--- src/hdl/brf_pkg.sv ---
// ----------------------------------------------------------------------------
// brf_pkg
// Shared types and constants for the binary record framer.
// ----------------------------------------------------------------------------
package brf_pkg;

   localparam int MAX_SIZE_BYTES_DEF = 4;

   localparam int BYTE_W = 8;
   localparam int KIND_W = 15;
   localparam int LEN_W  = 28;
   localparam int SEEN_W = 2;
   localparam int ROLE_W = 2;
   localparam int GROUP_W = 7;

   localparam logic [ROLE_W-1:0] ROLE_TYPE      = 2'd0;
   localparam logic [ROLE_W-1:0] ROLE_SIZE      = 2'd1;
   localparam logic [ROLE_W-1:0] ROLE_HDR_LAST  = 2'd2;
   localparam logic [ROLE_W-1:0] ROLE_PAYLOAD   = 2'd3;

   typedef enum logic [1:0] {
      PH_TYPE0   = 2'd0,
      PH_TYPE1   = 2'd1,
      PH_SIZE    = 2'd2,
      PH_PAYLOAD = 2'd3
   } phase_type;

   typedef struct packed {
      logic [BYTE_W-1:0] in_byte;
      logic              stream_start;
   } req_type;

   typedef struct packed {
      logic [ROLE_W-1:0] byte_role;
      logic [KIND_W-1:0] record_kind;
      logic [LEN_W-1:0]  record_length;
      logic [LEN_W-1:0]  payload_index;
      logic [BYTE_W-1:0] out_byte;
      logic              record_done;
   } rsp_type;

   typedef struct packed {
      phase_type         phase;
      logic [KIND_W-1:0] type_acc;
      logic [LEN_W-1:0]  length_acc;
      logic [SEEN_W-1:0] length_bytes_seen;
      logic [LEN_W-1:0]  bytes_left;
      logic [LEN_W-1:0]  payload_pos;
   } state_type;

endpackage

--- src/hdl/brf_step.sv ---
// ----------------------------------------------------------------------------
// brf_step
// Header and payload framing step: next parser state and result for one item.
// ----------------------------------------------------------------------------
module brf_step #(
   parameter int MAX_SIZE_BYTES = brf_pkg::MAX_SIZE_BYTES_DEF
) (
   input  brf_pkg::state_type state_cur,
   input  brf_pkg::req_type   req,
   output brf_pkg::state_type state_nxt,
   output brf_pkg::rsp_type   rsp
);
   import brf_pkg::*;

   localparam logic [SEEN_W:0] MaxSeen = (SEEN_W+1)'(MAX_SIZE_BYTES);

   phase_type         phase_eff;
   phase_type         phase_nxt;
   logic [LEN_W-1:0]  size_group;
   logic [LEN_W-1:0]  length_new;
   logic              size_last;
   logic [BYTE_W-1:0] b;

   assign b         = req.in_byte;
   assign phase_eff = req.stream_start ? PH_TYPE0 : state_cur.phase;

   always_comb begin
      unique case (state_cur.length_bytes_seen)
         2'd0:    size_group = {21'd0, b[GROUP_W-1:0]};
         2'd1:    size_group = {14'd0, b[GROUP_W-1:0], 7'd0};
         2'd2:    size_group = {7'd0, b[GROUP_W-1:0], 14'd0};
         default: size_group = {b[GROUP_W-1:0], 21'd0};
      endcase
   end

   assign length_new = state_cur.length_acc | size_group;
   assign size_last  = !b[BYTE_W-1] ||
                       (({1'b0, state_cur.length_bytes_seen} + 3'd1) >= MaxSeen);

   // next phase
   always_comb begin
      unique case (phase_eff)
         PH_TYPE0:   phase_nxt = b[BYTE_W-1] ? PH_TYPE1 : PH_SIZE;
         PH_TYPE1:   phase_nxt = PH_SIZE;
         PH_SIZE: begin
            if (!size_last)
               phase_nxt = PH_SIZE;
            else if (length_new == '0)
               phase_nxt = PH_TYPE0;
            else
               phase_nxt = PH_PAYLOAD;
         end
         default:    phase_nxt = (state_cur.bytes_left <= LEN_W'(1)) ?
                                 PH_TYPE0 : PH_PAYLOAD;
      endcase
   end

   // accumulators and result
   always_comb begin
      state_nxt.phase             = phase_nxt;
      state_nxt.type_acc          = state_cur.type_acc;
      state_nxt.length_acc        = state_cur.length_acc;
      state_nxt.length_bytes_seen = state_cur.length_bytes_seen;
      state_nxt.bytes_left        = state_cur.bytes_left;
      state_nxt.payload_pos       = state_cur.payload_pos;
      rsp.byte_role     = ROLE_TYPE;
      rsp.payload_index = '0;
      rsp.record_done   = 1'b0;
      unique case (phase_eff)
         PH_TYPE0: begin
            state_nxt.type_acc          = {8'd0, b[GROUP_W-1:0]};
            state_nxt.length_acc        = '0;
            state_nxt.length_bytes_seen = '0;
            state_nxt.bytes_left        = '0;
            state_nxt.payload_pos       = '0;
         end
         PH_TYPE1: begin
            state_nxt.type_acc = {b, state_cur.type_acc[GROUP_W-1:0]};
         end
         PH_SIZE: begin
            state_nxt.length_acc = length_new;
            if (size_last) begin
               rsp.byte_role               = ROLE_HDR_LAST;
               state_nxt.length_bytes_seen = '0;
               state_nxt.payload_pos       = '0;
               if (length_new == '0)
                  rsp.record_done = 1'b1;
               else
                  state_nxt.bytes_left = length_new;
            end else begin
               rsp.byte_role               = ROLE_SIZE;
               state_nxt.length_bytes_seen = state_cur.length_bytes_seen + 2'd1;
            end
         end
         default: begin
            rsp.byte_role         = ROLE_PAYLOAD;
            rsp.payload_index     = state_cur.payload_pos;
            state_nxt.payload_pos = state_cur.payload_pos + LEN_W'(1);
            if (state_cur.bytes_left <= LEN_W'(1)) begin
               state_nxt.bytes_left = '0;
               rsp.record_done      = 1'b1;
            end else begin
               state_nxt.bytes_left = state_cur.bytes_left - LEN_W'(1);
            end
         end
      endcase
      rsp.record_kind   = state_nxt.type_acc;
      rsp.record_length = state_nxt.length_acc;
      rsp.out_byte      = b;
   end

endmodule

--- src/hdl/binary_record_framer_top.sv ---
// ----------------------------------------------------------------------------
// binary_record_framer_top
// Frames a byte stream of type/size-headed records, one result per byte.
// ----------------------------------------------------------------------------
// Takes one byte per clock and returns one result per byte in the cycle after
// the byte is taken. The parser state and the result register are both
// updated in the cycle of acceptance, so bytes stream back to back; the only
// pause comes from rsp_stall while the result register is full and not
// being taken. The size field is one to MAX_SIZE_BYTES 7-bit groups.
module binary_record_framer_top #(
   parameter int MAX_SIZE_BYTES = brf_pkg::MAX_SIZE_BYTES_DEF
) (
   input  logic             clock,
   input  logic             reset,
   input  logic             req_valid,
   output logic             req_stall,
   input  brf_pkg::req_type req_data,
   output logic             rsp_valid,
   input  logic             rsp_stall,
   output brf_pkg::rsp_type rsp_data
);
   import brf_pkg::*;

   state_type state_ff, state_in;
   rsp_type   rsp_ff, rsp_in;
   logic      rsp_valid_ff, rsp_valid_in;
   logic      take;

   assign req_stall = rsp_valid_ff && rsp_stall;
   assign take      = req_valid && !req_stall;

   brf_step #(
      .MAX_SIZE_BYTES(MAX_SIZE_BYTES)
   ) u_step (
      .state_cur(state_ff),
      .req      (req_data),
      .state_nxt(state_in),
      .rsp      (rsp_in)
   );

   always_comb begin
      if (take)
         rsp_valid_in = 1'b1;
      else if (!rsp_stall)
         rsp_valid_in = 1'b0;
      else
         rsp_valid_in = rsp_valid_ff;
   end

   always_ff @(posedge clock) begin
      if (reset) begin
         state_ff.phase             <= PH_TYPE0;
         state_ff.type_acc          <= '0;
         state_ff.length_acc        <= '0;
         state_ff.length_bytes_seen <= '0;
         state_ff.bytes_left        <= '0;
         state_ff.payload_pos       <= '0;
         rsp_valid_ff               <= 1'b0;
      end else begin
         rsp_valid_ff <= rsp_valid_in;
         if (take)
            state_ff <= state_in;
      end
   end

   always_ff @(posedge clock) begin
      if (take)
         rsp_ff <= rsp_in;
   end

   assign rsp_valid = rsp_valid_ff;
   assign rsp_data  = rsp_ff;

   a_payload_left: assert property (@(posedge clock) disable iff (reset)
      state_ff.phase == PH_PAYLOAD |-> state_ff.bytes_left != '0)
      else $error("payload phase with no bytes left");

   a_seen_bound: assert property (@(posedge clock) disable iff (reset)
      state_ff.phase == PH_SIZE |->
         ({1'b0, state_ff.length_bytes_seen} < (SEEN_W+1)'(MAX_SIZE_BYTES)))
      else $error("size byte count beyond limit");

   a_type_no_done: assert property (@(posedge clock) disable iff (reset)
      rsp_valid_ff && rsp_ff.byte_role == ROLE_TYPE |-> !rsp_ff.record_done)
      else $error("type byte marked as record end");

   a_take_gives_rsp: assert property (@(posedge clock) disable iff (reset)
      take |=> rsp_valid_ff)
      else $error("accepted item produced no result");

endmodule

--- config.mk ---
export PLATFORM = sky130hd
export DESIGN_NAME = binary_record_framer_top
export DESIGN_NICKNAME = d
export VERILOG_FILES = /design/src/hdl/brf_pkg.sv /design/src/hdl/brf_step.sv /design/src/hdl/binary_record_framer_top.sv
export SDC_FILE = /design/constraint.sdc
export NUM_CORES = 1
export LEC_CHECK = 0
export ABC_AREA = 1
export BUFFER_PORTS_ARGS = -buffer_cell sky130_fd_sc_hd__clkbuf_2
export CAP_MARGIN = 40
export CORE_ASPECT_RATIO = 1.4
export CORE_MARGIN = 1.5
export CORE_UTILIZATION = 55
export DETAILED_ROUTE_END_ITERATION = 8
export GPL_TIMING_DRIVEN = 1
export PLACE_DENSITY = 0.8
export SLEW_MARGIN = 20
export SYNTH_ARGS = -nofsm -noshare
export SYNTH_HDL_FRONTEND = slang
export SYNTH_HIERARCHICAL = 1
export SYNTH_SLANG_ARGS = --single-unit
export TNS_END_PERCENT = 1
--- constraint.sdc ---
create_clock -name clock -period 11.49 [get_ports clock]
set_input_delay 0.5745 -clock clock [delete_from_list [all_inputs] [get_ports clock]]
set_output_delay 0.5745 -clock clock [all_outputs]
set_load 0.005 [all_outputs]
# After elaboration in Yosys (flattened, before gate mapping)
# Index checks and enable logic that the tools add are counted.
classes:
  addsub: 4
  magnitude_cmp: 2
  eq_ne: 7
  n_mux: 22
  bitwise_logic: 2
  reduce_logical: 14
op_table:
  columns: ["operator", "count"]
  rows:
  - ["$pmux 56 s3", 1]
  - ["$pmux 28 s3", 1]
  - ["$pmux 30 s2", 1]
  - ["$mux 28", 2]
  - ["$mux 56", 1]
  - ["$pmux 15 s2", 1]
  - ["$add 28x1->28 const B", 1]
  - ["$le 28x1->1 const B", 1]
  - ["$logic_not 28->1", 1]
  - ["$or 28x28->28", 1]
  - ["$sub 28x1->28 const B", 1]
  - ["$mux 2", 7]
  - ["$pmux 2 s3", 1]
  - ["$mux 1", 5]
  - ["$eq 2x1->1 const B", 2]
  - ["$eq 2x2->1 const B", 2]
  - ["$logic_not 2->1", 2]
  - ["$ne 2x1->1 const B", 2]
  - ["$pmux 2 s2", 1]
  - ["$reduce_and 4->1", 1]
  - ["$add 2x1->3 const B", 1]
  - ["$ge 3x3->1 const B", 1]
  - ["$reduce_and 3->1", 1]
  - ["$reduce_or 3->1", 1]
  - ["other kinds (10)", 12]
word_totals:
  reg_bits: 186
  inputBits: 13
  out_inout_bits: 84
  elab_cells: 64

# Logic depth before layout (Yosys ltp)
depth:
  word_depth: 7
  mapped_depth: 18

# Cells and area by module
# The synthesis kept the hierarchy.
by_module_without_submodules:
  columns: ["mod", "n_inst", "cells_per_inst", "area_each_um2"]
  rows:
  - ["binary_record_framer_top", 1, 763, 7086.8]
  - ["brf_step", 1, 856, 4110.2]

# Worst setup path after synthesis
# Ideal clock, no wire load.
synth_path:
  kind: "input port to flip-flop"
  start: "input port rsp_stall"
  end: "register rsp_ff, in the netlist rsp_data[0] (enable)"
  setup_time_ps: 523
  arrival_time_ps: 4506
  required_ps: 10967
  slack_ps: 6460
  cell_stages: 5
  path_buffers: 2
  cell_sequence: "nand2_2 buf_4 buf_4 inv_1 nor2_1"
synth_via:
  elab_chain_len: 3
synth_lines:
  columns: ["element", "line_no", "source"]
  rows:
  - ["from (decl)", "binary_record_framer_top.sv:19", "input logic rsp_stall,"]
  - ["$logic_and 1x1->1", "binary_record_framer_top.sv:29", "assign req_stall = rsp_valid_ff && rsp_stall;"]
  - ["net req_stall", "binary_record_framer_top.sv:16", "output logic req_stall,"]
  - ["$logic_not 1->1", "binary_record_framer_top.sv:30", "assign take = req_valid && !req_stall;"]
  - ["$logic_and 1x1->1", "binary_record_framer_top.sv:30", null]
  - ["to (signal assigned)", "binary_record_framer_top.sv:68", "rsp_ff <= rsp_in;"]
  - ["to (decl)", "binary_record_framer_top.sv:25", "rsp_type rsp_ff, rsp_in;"]
# The timed path passes the listed nets, and every way through them passes these cells.
# A chain may end at the register's enable or synchronous reset.

==> results.toml <==
[place]
dpl_cell_area_um2 = 11300
place.gp.congestion = 0.904
numPortBuffers = 96
dp_hpwl_um = 18900
post-place-ws_ns = 7.72
dp.cells = 1842

[floorplanning]
die-area_um2 = 21200
start_util_pct = 56.2
die_h_um = 172
top_level_ports = 97
die_x_um = 124
fp-row-count = 61
coreArea_um2 = 19900

[cts]
cts_resized = 0
cts_sinks = 186
numCtsBuffers = 17
htree_levels = 4
cts.clk_slew.worst_paths_ns = 0.07
postCtsHoldBufs = 0
clk_path_buf_depth = 2
cts_tree = "yes"
cts_root_buffer = "clkbuf_16"
postCtsSetupBuffers = 0
clock_latency_ns = 0.43

[drt]
via_per_inst = 5.55
wl_per_cell_um = 15.2
ant_nets = 0
drc_errors = 0
drtIter0Drc = 1143
vias = 10416
finalWirelength_um = 28500
first_pass_iters = 6

[setup_path]
cp-end-kind = "flip-flop"
worst_ep_arrival_time_ns = 3.93
cp.required_ns = 11.86
path_class = "flip-flop to flip-flop"
crit_fanout = 29
start_kind = "flip-flop"
rr_startpoint = "state_ff[56]"
crit_path_start = "state_ff[56]"

[layout]
syn_to_final_growth_pct = 6.41
final_util_pct = 59.8
final_area_um2 = 11900
fin_nets = 1632
n_antenna_cell = 0
final_cells = 1876
drive_above_1_share_pct = 10.1
fill_cells = 1809

[timing]
layout_setup_ws_ns = 7.93
fmax_ghz = 0.281
skew_ns = 0.0101
tns_ns = 0
hold_violations = 0
worst_slew_pin_slew_ns = 0.821
rsz0062_at_grt = "no"
hold_ws_ns = 0.320
timing.final.crit_period_ns = 3.56
max_slew_margin_pct = 45.2
slew_violations = 0
period_share_pct = 31.0
setup_viol = 0

[grt]
grt_usage_pct = 27.5
grt_pass1_wl_um = 45800
antenna_found_initial = 0
globalRouteOverflowTotal = 0
grt_pass1_vias = 9440
grt_max_degree = 135

[synthesis]
syn-cell-area_um2 = 11200
ys_async_sr_fraction_pct = 0
synth_seq_cells = 186
syn_nets = 1640
ys_types = 41
synth_edf_count = 82
synth_cells = 1619
ys_warn_count = 6
synth.top_cell.area_share_pct = 22.0
yosys_most_used_dff = "dfxtp_1"
synth_common_cells = "346 x nand2_1, 230 x nor2_1, 218 x inv_1"
synth_most_common_cell = "nand2_1"
synth.area.top_cells = "edfxtp_1 22%, dfxtp_1 19%, nand2_1 12%"
yosysSeqAreaShare_pct = 40.6
yosysTopAreaCell = "edfxtp_1"
synth_area_per_cell_um2 = 6.92

[min_path]
hp-start = "reset"
hp-class = "primary input to flip-flop"

[flow_run]
cap_viol_max_count = 0

[power]
power_mw = 1.59
powerDensity_nw_per_um2 = 133
cellLeakagePower_nw = 5.28
irDropWorstVdd_mv = 0.111

[status]
status = "finished clean"
placed cells by master, fill, tap and decap left out, types with 8 or more instances in the layout:
| cell | netlist | final |
|---|---|---|
| nand4_1 | 10 | 10 |
| o21ai_0 | 32 | 32 |
| nand3_1 | 198 | 198 |
| xor2_1 | 12 | 12 |
| clkbuf_16 | 0 | 17 |
| nor2_2 | 6 | 8 |
| o211ai_1 | 10 | 10 |
| edfxtp_1 | 82 | 82 |
| a22oi_1 | 12 | 12 |
| nand2_1 | 346 | 346 |
| clkbuf_2 | 0 | 95 |
| nand3b_1 | 9 | 9 |
| nor3_1 | 15 | 14 |
| a21oi_1 | 145 | 145 |
| dfxtp_1 | 104 | 104 |
| ha_1 | 8 | 8 |
| nor2_1 | 230 | 227 |
| buf_4 | 65 | 8 |
| inv_1 | 218 | 217 |
kinds of logic after synthesis:
family,count (synthesis),synth area share (%)
xor+xnor,14,1.10
compound gates,225,11.1
buf+inv,361,15.2
simple gates,825,31.1
flops,186,40.6
fa+ha+maj,8,0.894
per-layer routing:
metal,track usage [%],wire length [um],up-vias
li1,-,-,5142
met1,31.6,11200,4753
met2,48.1,14500,435
met3,3.68,1390,86
met4,15.9,1420,0
met5,0,0,-
final cells by class:
type,instances,area [um^2],share of cell area (%)
tap,252,315,2.65
clock buffer,20,447,3.75
clock inverter,12,106,0.893
timing repair buffer,109,677,5.68
sequential,186,4540,38.1
inverter,225,845,7.09
multi-input combinational,1072,4980,41.8
final timing paths:
path | end | slack [ns] | depth (start not counted)
setup / recovery | state_ff[54] | 7.93 | 17
setup reg to reg | state_ff[54] | 7.93 | 17
hold / removal | rsp_valid | 0.32 | 2
hold reg to reg | state_ff[91] | 0.49 | 2
sequential cells by signal, summed over array words and instances, names as in the netlist:
name       count
rsp_valid      1
state_ff     103
rsp_data      82
power breakdown:
| group | internal, mW | switching [mW] | total, mW |
|---|---|---|---|
| Sequential | 0.733 | 0.0323 | 0.766 |
| Combinational | 0.0870 | 0.171 | 0.258 |
| Clock | 0.291 | 0.272 | 0.563 |
worst max-delay path: stages, from the launching register on:
cell     delay, ns
dfxtp_1       0.40
ha_1          0.53
inv_2         0.19
nand3_1       0.11
nand2_1       0.09
nor2_1        0.15
nand2_1       0.08
nor2_2        0.15
nand3_4       0.22
nand2_2       0.49
nand2_1       0.46
o21ai_0       0.20
nand2_1       0.08
nand2_1       0.06
inv_1         0.03
nand3_1       0.06
nand2_1       0.06
nor2_1        0.10
(Power assumes the default switching activity.)
